==> config.mk <==
export PLATFORM = sky130hd
export DESIGN_NAME = looping_interval_timer_top
export DESIGN_NICKNAME = d
export VERILOG_FILES = /design/src/rtl/core/lit_pkg.sv /design/src/rtl/core/lit_div.sv /design/src/rtl/core/looping_interval_timer_top.sv
export SDC_FILE = /design/constraint.sdc
export NUM_CORES = 1
export LEC_CHECK = 0
export ABC_AREA = 1
export BUFFER_PORTS_ARGS = -buffer_cell sky130_fd_sc_hd__buf_2
export CORE_UTILIZATION = 35
export DETAILED_ROUTE_END_ITERATION = 12
export HOLD_SLACK_MARGIN = 0.12
export SYNTH_ARGS = -nofsm -noshare
export SYNTH_HDL_FRONTEND = slang
export SYNTH_SLANG_ARGS = --single-unit
==> constraint.sdc <==
create_clock -name clock -period 6.88 [get_ports clock]
set_input_delay 0 -clock clock [delete_from_list [all_inputs] [get_ports clock]]
set_output_delay 0 -clock clock [all_outputs]
set_load 0.005 [all_outputs]
==> src/rtl/core/lit_pkg.sv <==
// Package: action codes, field widths and divider handshake types for the interval timer.
`timescale 1ns / 1ps

package lit_pkg;

   localparam int ACTION_W = 3;
   localparam int DELTA_W  = 16;
   localparam int TIME_W   = 32;
   localparam int PROG_W   = 17;
   localparam int STEP_W   = 6;

   localparam logic [ACTION_W-1:0] ACT_TICK    = 3'd0;
   localparam logic [ACTION_W-1:0] ACT_START   = 3'd1;
   localparam logic [ACTION_W-1:0] ACT_STOP    = 3'd2;
   localparam logic [ACTION_W-1:0] ACT_PAUSE   = 3'd3;
   localparam logic [ACTION_W-1:0] ACT_RESTART = 3'd4;

   localparam logic [0:0] REG_DURATION = 1'b0;
   localparam logic [0:0] REG_INTERVAL = 1'b1;

   localparam logic [PROG_W-1:0] PROG_FULL = 17'h10000;

   localparam logic [STEP_W-1:0] STEPS_MOD  = 6'd32;
   localparam logic [STEP_W-1:0] STEPS_PROG = 6'd16;

   typedef struct packed {
      logic              start;
      logic [STEP_W-1:0] steps;
      logic [TIME_W-1:0] rem_init;
      logic [TIME_W-1:0] num_init;
   } div_req_type;

   typedef struct packed {
      logic              done;
      logic [TIME_W-1:0] quotient;
      logic [TIME_W-1:0] remainder;
   } div_rsp_type;

endpackage

==> src/rtl/core/lit_div.sv <==
// Radix-2 restoring divider, one quotient bit per cycle, shared by modulo and progress.
`timescale 1ns / 1ps

module lit_div
   import lit_pkg::*;
(
   input  logic              clock,
   input  logic              reset,
   input  div_req_type       req,
   input  logic [TIME_W-1:0] divisor,
   output div_rsp_type       rsp
);

   logic              busy_ff, busy_in;
   logic              done_ff, done_in;
   logic [STEP_W-1:0] cnt_ff, cnt_in;
   logic [TIME_W-1:0] rem_ff, rem_in;
   logic [TIME_W-1:0] num_ff, num_in;
   logic [TIME_W-1:0] quo_ff, quo_in;

   logic [TIME_W:0] trial;
   logic [TIME_W:0] diff;
   logic            qbit;

   always_comb begin
      trial = {rem_ff, num_ff[TIME_W-1]};
      diff  = trial - {1'b0, divisor};
      qbit  = (trial >= {1'b0, divisor});
   end

   always_comb begin
      busy_in = busy_ff;
      done_in = 1'b0;
      cnt_in  = cnt_ff;
      rem_in  = rem_ff;
      num_in  = num_ff;
      quo_in  = quo_ff;
      if (req.start) begin
         busy_in = 1'b1;
         cnt_in  = req.steps;
         rem_in  = req.rem_init;
         num_in  = req.num_init;
         quo_in  = '0;
      end else if (busy_ff) begin
         rem_in = qbit ? diff[TIME_W-1:0] : trial[TIME_W-1:0];
         num_in = {num_ff[TIME_W-2:0], 1'b0};
         quo_in = {quo_ff[TIME_W-2:0], qbit};
         cnt_in = cnt_ff - STEP_W'(1);
         if (cnt_ff == STEP_W'(1)) begin
            busy_in = 1'b0;
            done_in = 1'b1;
         end
      end
   end

   always_ff @(posedge clock) begin
      if (reset) begin
         busy_ff <= 1'b0;
         done_ff <= 1'b0;
         cnt_ff  <= '0;
      end else begin
         busy_ff <= busy_in;
         done_ff <= done_in;
         cnt_ff  <= cnt_in;
      end
   end

   always_ff @(posedge clock) begin
      rem_ff <= rem_in;
      num_ff <= num_in;
      quo_ff <= quo_in;
   end

   assign rsp.done      = done_ff;
   assign rsp.quotient  = quo_ff;
   assign rsp.remainder = rem_ff;

endmodule

==> src/rtl/core/looping_interval_timer_top.sv <==
// Top level of the looping interval timer: sequencer, timer state and stream ports.
// Flow per beat: accept, exec, a boundary check for ticks while running, a divider modulo when
// a loop wraps, progress (divided out unless elapsed is at or past the end), then the result.
// One item at a time: the next beat is taken after the result beat leaves.
// Both divisions share the one-bit-per-cycle divider (32 steps wrap, 16 steps progress).
// Reset (synchronous, active high) clears timer state and both registers to zero at once.
`timescale 1ns / 1ps

module looping_interval_timer_top
   import lit_pkg::*;
(
   input  logic        clock,
   input  logic        reset,
   input  logic        req_tvalid,
   output logic        req_tready,
   input  logic [23:0] req_tdata,  // action[2:0], delta_ms[18:3], looped[19], zero pad
   output logic        rsp_tvalid,
   input  logic        rsp_tready,
   output logic [55:0] rsp_tdata,  // running[0], fired[1], elapsed_ms[33:2], progress[50:34]
   input  logic        csr_we,
   input  logic [0:0]  csr_index,
   input  logic [31:0] csr_wdata
);

   localparam logic [2:0] S_IDLE  = 3'd0;
   localparam logic [2:0] S_EXEC  = 3'd1;
   localparam logic [2:0] S_CHECK = 3'd2;
   localparam logic [2:0] S_MOD   = 3'd3;
   localparam logic [2:0] S_PROG  = 3'd4;
   localparam logic [2:0] S_PWAIT = 3'd5;
   localparam logic [2:0] S_OUT   = 3'd6;

   logic [2:0]          state_ff, state_in;
   logic [TIME_W-1:0]   duration_ff, duration_in;
   logic [TIME_W-1:0]   interval_ff, interval_in;
   logic                running_ff, running_in;
   logic                loop_ff, loop_in;
   logic [TIME_W-1:0]   elapsed_ff, elapsed_in;
   logic [TIME_W-1:0]   icount_ff, icount_in;
   logic [ACTION_W-1:0] action_ff, action_in;
   logic [DELTA_W-1:0]  delta_ff, delta_in;
   logic                looped_ff, looped_in;
   logic [TIME_W-1:0]   iv_ff, iv_in;
   logic [TIME_W-1:0]   isum_ff, isum_in;
   logic                fired_ff, fired_in;
   logic [PROG_W-1:0]   prog_ff, prog_in;

   logic [TIME_W:0]     el_sum;
   logic [TIME_W:0]     ic_sum;
   logic                boundary;
   div_req_type         div_req;
   div_rsp_type         div_rsp;

   lit_div u_div (
      .clock   (clock),
      .reset   (reset),
      .req     (div_req),
      .divisor (duration_ff),
      .rsp     (div_rsp)
   );

   always_comb begin
      el_sum   = {1'b0, elapsed_ff} + {{(TIME_W-DELTA_W+1){1'b0}}, delta_ff};
      ic_sum   = {1'b0, icount_ff} + {{(TIME_W-DELTA_W+1){1'b0}}, delta_ff};
      boundary = (iv_ff == '0) || (isum_ff >= iv_ff) || (isum_ff == '0);
   end

   always_comb begin
      state_in    = state_ff;
      duration_in = duration_ff;
      interval_in = interval_ff;
      running_in  = running_ff;
      loop_in     = loop_ff;
      elapsed_in  = elapsed_ff;
      icount_in   = icount_ff;
      action_in   = action_ff;
      delta_in    = delta_ff;
      looped_in   = looped_ff;
      iv_in       = iv_ff;
      isum_in     = isum_ff;
      fired_in    = fired_ff;
      prog_in     = prog_ff;
      div_req     = '0;

      if (csr_we) begin
         if (csr_index == REG_DURATION) begin
            duration_in = csr_wdata;
         end else begin
            interval_in = csr_wdata;
         end
      end

      case (state_ff)
         S_IDLE: begin
            if (req_tvalid) begin
               action_in = req_tdata[2:0];
               delta_in  = req_tdata[18:3];
               looped_in = req_tdata[19];
               fired_in  = 1'b0;
               state_in  = S_EXEC;
            end
         end
         S_EXEC: begin
            state_in = S_PROG;
            case (action_ff)
               ACT_TICK: begin
                  if (running_ff) begin
                     elapsed_in = el_sum[TIME_W] ? '1 : el_sum[TIME_W-1:0];
                     isum_in    = ic_sum[TIME_W] ? '1 : ic_sum[TIME_W-1:0];
                     iv_in      = (interval_ff < duration_ff) ? interval_ff : duration_ff;
                     state_in   = S_CHECK;
                  end
               end
               ACT_START: begin
                  if (!running_ff && duration_ff != '0) begin
                     loop_in    = looped_ff;
                     running_in = 1'b1;
                     elapsed_in = '0;
                     icount_in  = '0;
                     fired_in   = 1'b1;
                  end
               end
               ACT_STOP: begin
                  running_in = 1'b0;
                  elapsed_in = '0;
                  icount_in  = '0;
               end
               ACT_PAUSE: begin
                  running_in = !running_ff;
               end
               ACT_RESTART: begin
                  running_in = (duration_ff != '0);
                  fired_in   = (duration_ff != '0);
                  elapsed_in = '0;
                  icount_in  = '0;
               end
               default: begin
               end
            endcase
         end
         S_CHECK: begin
            state_in = S_PROG;
            if (iv_ff != '0) begin
               icount_in = (isum_ff >= iv_ff) ? '0 : isum_ff;
            end
            if (boundary) begin
               fired_in = 1'b1;
               if (elapsed_ff >= duration_ff) begin
                  if (loop_ff && duration_ff != '0) begin
                     div_req.start    = 1'b1;
                     div_req.steps    = STEPS_MOD;
                     div_req.rem_init = '0;
                     div_req.num_init = elapsed_ff;
                     state_in         = S_MOD;
                  end else begin
                     elapsed_in = duration_ff;
                     running_in = 1'b0;
                  end
               end
            end
         end
         S_MOD: begin
            if (div_rsp.done) begin
               elapsed_in = div_rsp.remainder;
               state_in   = S_PROG;
            end
         end
         S_PROG: begin
            if (elapsed_ff >= duration_ff) begin
               prog_in  = PROG_FULL;
               state_in = S_OUT;
            end else begin
               div_req.start    = 1'b1;
               div_req.steps    = STEPS_PROG;
               div_req.rem_init = elapsed_ff;
               div_req.num_init = '0;
               state_in         = S_PWAIT;
            end
         end
         S_PWAIT: begin
            if (div_rsp.done) begin
               prog_in  = {1'b0, div_rsp.quotient[15:0]};
               state_in = S_OUT;
            end
         end
         S_OUT: begin
            if (rsp_tready) begin
               state_in = S_IDLE;
            end
         end
         default: begin
            state_in = S_IDLE;
         end
      endcase
   end

   always_ff @(posedge clock) begin
      if (reset) begin
         state_ff    <= S_IDLE;
         duration_ff <= '0;
         interval_ff <= '0;
         running_ff  <= 1'b0;
         loop_ff     <= 1'b0;
         elapsed_ff  <= '0;
         icount_ff   <= '0;
      end else begin
         state_ff    <= state_in;
         duration_ff <= duration_in;
         interval_ff <= interval_in;
         running_ff  <= running_in;
         loop_ff     <= loop_in;
         elapsed_ff  <= elapsed_in;
         icount_ff   <= icount_in;
      end
   end

   always_ff @(posedge clock) begin
      action_ff <= action_in;
      delta_ff  <= delta_in;
      looped_ff <= looped_in;
      iv_ff     <= iv_in;
      isum_ff   <= isum_in;
      fired_ff  <= fired_in;
      prog_ff   <= prog_in;
   end

   assign req_tready = (state_ff == S_IDLE);
   assign rsp_tvalid = (state_ff == S_OUT);
   assign rsp_tdata  = {5'b0, prog_ff, elapsed_ff, fired_ff, running_ff};

endmodule

### Word-level counts from Yosys, hierarchy flattened

Index checks and enable logic that the tools add are counted.

| cells by class | value |
|---|---|
| $add $sub $neg | 4 |
| $lt $le $gt $ge | 4 |
| equal/unequal tests | 26 |
| mux-type cells | 54 |
| bitwise gates (word level) | 2 |
| reduce and logical (&&, ||, !) cells | 29 |

Operator list:

| kind | count |
|---|---|
| $mux W32 | 15 |
| $mux W71 | 4 |
| $pmux W32 S3 | 2 |
| $pmux W71 S2 | 1 |
| $pmux W32 S2 | 2 |
| $add A32 B16 Y33 | 2 |
| $ge A32 B32 Y1 | 2 |
| $logic_not A32 Y1 | 2 |
| $reduce_bool A32 Y1 | 2 |
| $mux W17 | 2 |
| $pmux W17 S2 | 1 |
| $ge A33 B32 Y1 | 1 |
| $lt A32 B32 Y1 | 1 |
| $sub A32 B32 Y32 | 1 |
| $mux W3 | 9 |
| $pmux W3 S7 | 1 |
| $eq A3 B2 Y1 const B | 4 |
| $eq A3 B3 Y1 const B | 4 |
| $mux W6 | 2 |
| $ne A2 B2 Y1 const B | 6 |
| $mux W1 | 10 |
| $ne A3 B3 Y1 const B | 3 |
| $reduce_and A3 Y1 | 3 |
| $reduce_and A4 Y1 | 2 |
| other kinds (24) | 37 |

| word-level totals | value |
|---|---|
| bits in registers | 323 |
| bits of input ports | 62 |

### Logic depth before layout (Yosys ltp)

| depth | value |
|---|---|
| depth after elaboration | 7 |
| depth in mapped cells | 20 |
| mapped depth without buffers | 19 |

### Hierarchy

Synthesis repeated with hierarchy kept, for this count alone.

| unflattened totals | value |
|---|---|
| cells, all modules | 3137 |
| area, all modules | 22333.9 um2 |

Modules (own cells, without submodules):

| module | instances | cells each | area each (um2) | sequential area each (um2) |
|---|---|---|---|---|
| looping_interval_timer_top | 1 | 2055 | 14941.8 | 5725.5 |
| lit_div | 1 | 1082 | 7392.1 | 2722.6 |

### Least setup slack after synthesis

OpenSTA, ideal clock, no wires.

| timing path | value |
|---|---|
| path kind | reg-to-reg |
| start point | register action_ff[1] |
| end point | register state_ff[1] |
| setup time | 0.070 ns |
| arrival time | 3.848 ns |
| required time | 6.810 ns |
| setup slack | 2.961 ns |
| stages on the path, launching flop included | 10 |
| buffers on the path | 0 |
| period minus slack after synthesis | 3.919 ns |
| cell sequence | edfxtp_1 inv_1 nand3_1 inv_1 nand2_1 nor2_1 inv_1 nand3_1 nand2_1 a21oi_1 |

| between the ends | value |
|---|---|
| word-level cells in the longest chain between the ends | 3 |

RTL lines:

| element | line | text |
|---|---|---|
| start, declared | looping_interval_timer_top.sv:40 | `logic [ACTION_W-1:0] action_ff, action_in;` |
| start signal, assigned | looping_interval_timer_top.sv:218 | `action_ff <= action_in;` |
| $logic_not A3 Y1 | looping_interval_timer_top.sv:105 | `case (action_ff)` |
| $mux W3 | looping_interval_timer_top.sv:105 |  |
| $pmux W3 S7 | looping_interval_timer_top.sv:93 | `case (state_ff)` |
| end signal, assigned | looping_interval_timer_top.sv:207 | `state_ff <= state_in;` |
| end, declared | looping_interval_timer_top.sv:33 | `logic [2:0] state_ff, state_in;` |

Every way passes these cells.
A chain may end at the register's enable or synchronous reset.

### Worst setup path in the final report

| timing path | value |
|---|---|
| start point | register duration_ff[23] |
| end point | register u_div.rem_ff[20], enable pin |

| between the ends | value |
|---|---|
| word-level cells in the longest chain between the ends | 7 |
| elaborated cells between the ends (all ways) | 9 |
| those cells by class | 1 x order compare; 5 x mux; 3 x reduce/logical |

RTL lines:

| element | line | text |
|---|---|---|
| start, declared | looping_interval_timer_top.sv:34 | `logic [TIME_W-1:0] duration_ff, duration_in;` |
| start signal, assigned | looping_interval_timer_top.sv:208 | `duration_ff <= duration_in;` |
| parallel branches: the longest is 5 deep, another holds $ge A32 B32 Y1 | n/a |  |
| $pmux W71 S2 (*) | looping_interval_timer_top.sv:93 |  |
| $reduce_bool A2 Y1 (no source line) (*) | n/a |  |
| end signal, assigned | lit_div.sv:69 | `rem_ff <= rem_in;` |
| end, declared | lit_div.sv:17 | `logic [TIME_W-1:0] rem_ff, rem_in;` |

Mark *: on every way between the ends.

==> results.yml <==
critical_path:
  crit_path_end: "u_div.rem_ff[20]"
  cp_max_fo: 39
  cp-startpoint: "duration_ff[23]"
  crit_required_ns: 7.08
  end_kind: "flop"
  r2r-end: "u_div.rem_ff[20]"
  r2r-start: "duration_ff[23]"
  rrSetupSlack_ns: 2.61
  crit_type: "reg -> reg"
  startpoint_type: "flop"
  r2r_cells: 14
  critPathArrivalTime_ns: 4.48
placed_design:
  dp_hpwl_um: 48440
  io_buffers: 110
  dpl.cell_count: 3522
  place_congestion: 0.9437
global_route:
  grt_max_degree: 65
  track_usage_pct: 21.76
  antenna_found_initial: 0
  grt_first_pass_wirelength_um: 100400
  grt_pass1_vias: 17613
  overflow: 0
layout:
  layout_commonest_cell: "nand2_1"
  multi_input_area_um2: 10630
  drive_gt1_share_pct: 7.510
  mostFrequentLayoutCells: "675 x nand2_1, 343 x nor2_1, 288 x inv_1"
  nFillCells: 5886
  nNetsFinal: 3113
  ff_latch_area_um2: 8128
  area_growth_pct: 16.64
  instances_no_fill: 3673
yosys:
  avgSynthCellArea_um2: 7.436
  synth_xor_area_share_pct: 1.857
  synth_area_um2: 20280
  synthSimpleGateAreaFrac_pct: 26.34
  ys_seq_area_share_pct: 40.07
  yosys_warnings: 0
  netlist_instances: 2728
  synth.distinct_cells: 45
  synth-seq-cells: 323
  synth_adder_area_share_pct: 10.23
  synthMuxAreaShare_pct: 0
  synth_top_family_by_area: "simple AND/OR/NAND/NOR gates"
  synth_compound_area_share_pct: 13.78
sta:
  drv_slew: 0
  tightest_slew_ns: 1.261
  fin_worst_skew_ns: 0.02682
  hold_violations: 0
  slew-limit-headroom_pct: 15.81
  timing.final.crit_share_pct: 62.13
  setup_tns_ns: 0
  setup_viol: 0
  fmax_mhz: 234.0
  rsz0062_at_grt: "no"
  period_needed_ns: 4.274
power_and_ir_drop:
  comb_power_share_pct: 46.0
  peakVddDrop_mv: 0.2206
  leakage_nw: 10.53
  pwr-share-seq_pct: 31.7
  pwr-share-clk_pct: 22.3
  power_density_nw_per_um2: 419.5
  switching_share_pct: 43.44
  switchingPower_w: 0.004312
  intPower_w: 0.005615
routing:
  route.antenna.remaining_nets: 0
  wl_per_cell_um: 17.69
  dr.first_iter.drc_count: 1592
  first_pass_iters: 5
  viasPerCell: 5.123
  wirelength_um: 64970
  drc: 0
  num_vias: 18817
floorplan:
  die_y_um: 242.7
  io_pins: 120
  die_w_um: 242.7
  rows: 87
  placeableCoreArea_um2: 56820
  dieArea_um2: 58920
  initial_utilization_pct: 35.70
run:
  drv_cap: 0
clocking:
  cts.path.max_buffers: 3
  htreeDepth: 2
  path_clk_slew_ns: 0.06
  cts_tree: "built"
  cts_resized: 0
  cts.sinks: 323
  root_buffer: "clkbuf_16"
  cts_setup_buffers: 0
  numCtsBuffers: 39
  insertion_delay_ns: 0.56
run_status:
  status: "finished, final reports clean"
min_path:
  hp-class: "in -> reg"
## layer usage
layer | track usage (%) | vias up | wire (um)
li1 | - | 9451 | -
met1 | 30.32 | 8793 | 30430
met2 | 35.45 | 496 | 29670
met3 | 2.930 | 77 | 3569
met4 | 5.253 | 0 | 1297
met5 | 0 | - | 0
## synth_stat cells, drive strengths merged
library cell | count | area [um2]
conb | 1 | 3.750
nand4 | 40 | 250.2
o21ai | 221 | 1106
nand2 | 679 | 2556
nand3b | 7 | 52.55
nor4 | 22 | 143.9
inv | 294 | 1104
dfxtp | 157 | 3143
clkinv | 1 | 3.750
o21bai | 6 | 45.04
o211ai | 7 | 52.55
o221ai | 5 | 43.79
or2 | 12 | 75.08
a22oi | 29 | 217.7
a21o | 5 | 37.54
edfxtp | 166 | 4985
a311oi | 1 | 8.760
a211oi | 20 | 150.1
and3 | 3 | 18.77
o31ai | 3 | 22.52
a21oi | 199 | 996.0
nand3 | 157 | 790.8
a31oi | 5 | 31.28
xor2 | 29 | 254.0
o21a | 5 | 37.54
a21boi | 5 | 37.54
ha | 161 | 2014
xnor2 | 14 | 122.6
buf | 35 | 231.5
fa | 3 | 60.06
nor2 | 349 | 1325
o2111ai | 1 | 8.760
nor3 | 26 | 130.1
clkbuf | 60 | 225.2
## through the flow
step                hold slack (ns)  power, W  utilization, %  setup slack (ns)  cell area [um2]
finish                       0.1466  0.009926           41.64             2.606            23660
floorplan                   0.09887  0.006287               -             2.961            20300
CTS                          0.1252  0.009934           41.63             2.566            23660
detailed placement           0.1793  0.007637           37.85             2.583            21510
global route                 0.1331   0.01071           41.63             2.324            23660
global placement             0.1780  0.007621           37.85             2.612            21510
## critical path, cell delays in order, from the launching register on
cell     delay, ns
dfxtp_1       0.47
inv_1         0.21
ha_1          0.34
nand2_1       0.08
nor2_1        0.18
nand4_1       0.12
nor2_1        0.27
nand4_1       0.16
nand3_1       0.23
nand4_1       0.12
buf_4         0.26
nand2_1       0.14
inv_2         0.05
nand2_2       0.73
buf_4         0.50
## timing repair
| action | in CTS | in global routing |
|---|---|---|
| hold endpoints to repair | 142 | 0 |
| endpoints found under the setup margin | 0 | 0 |
| hold buffers | 80 | 0 |
## worst min-delay path by stage
stage            startpoint            to  cells past startpoint
3_3_place_gp   req_tdata[0]  action_ff[0]                      1
3_5_place_dp   req_tdata[2]  action_ff[2]                      1
2_1_floorplan  req_tdata[0]  action_ff[0]                      0
4_1_cts        req_tdata[3]   delta_ff[0]                      2
5_1_grt        req_tdata[3]   delta_ff[0]                      2
6_report       req_tdata[3]   delta_ff[0]                      2
## layout make-up
cell class / instances / share of cell area [%]
multi-input cells: 2019 / 44.94
flip-flops and latches: 323 / 34.35
repair buffers: 209 / 6.314
inverters: 295 / 4.680
clock buffers: 53 / 4.558
well taps: 756 / 3.998
clock inverters: 17 / 1.142
diodes: 1 / 0.01058
## flip-flops by register name, indices dropped and copies added, names as in the netlist, 17 cells and up
signal,flops
duration_ff,32
elapsed_ff,32
icount_ff,32
interval_ff,32
isum_ff,32
iv_ff,32
u_div.num_ff,32
u_div.rem_ff,32
prog_ff,17
## cells by family after synthesis
family	count (synthesis)
and+or+nand+nor	1295
AOI/OAI and AO/OA	512
buffers and inverters	390
DFF	323
adders and majority gates	164
xor gates and xnor gates	43
other	1
## power groups by stage
| stage | Clock [W] | Sequential (W) | Combinational (W) |
|---|---|---|---|
| after floorplan | 0 | 0.00301 | 0.00327 |
| after global placement | 0 | 0.00317 | 0.00445 |
| after detailed placement | 0 | 0.00317 | 0.00447 |
| after CTS | 0.00226 | 0.00313 | 0.00454 |
| after global routing | 0.00233 | 0.00319 | 0.00518 |
| final | 0.00222 | 0.00314 | 0.00457 |
(Power assumes the default switching activity.)
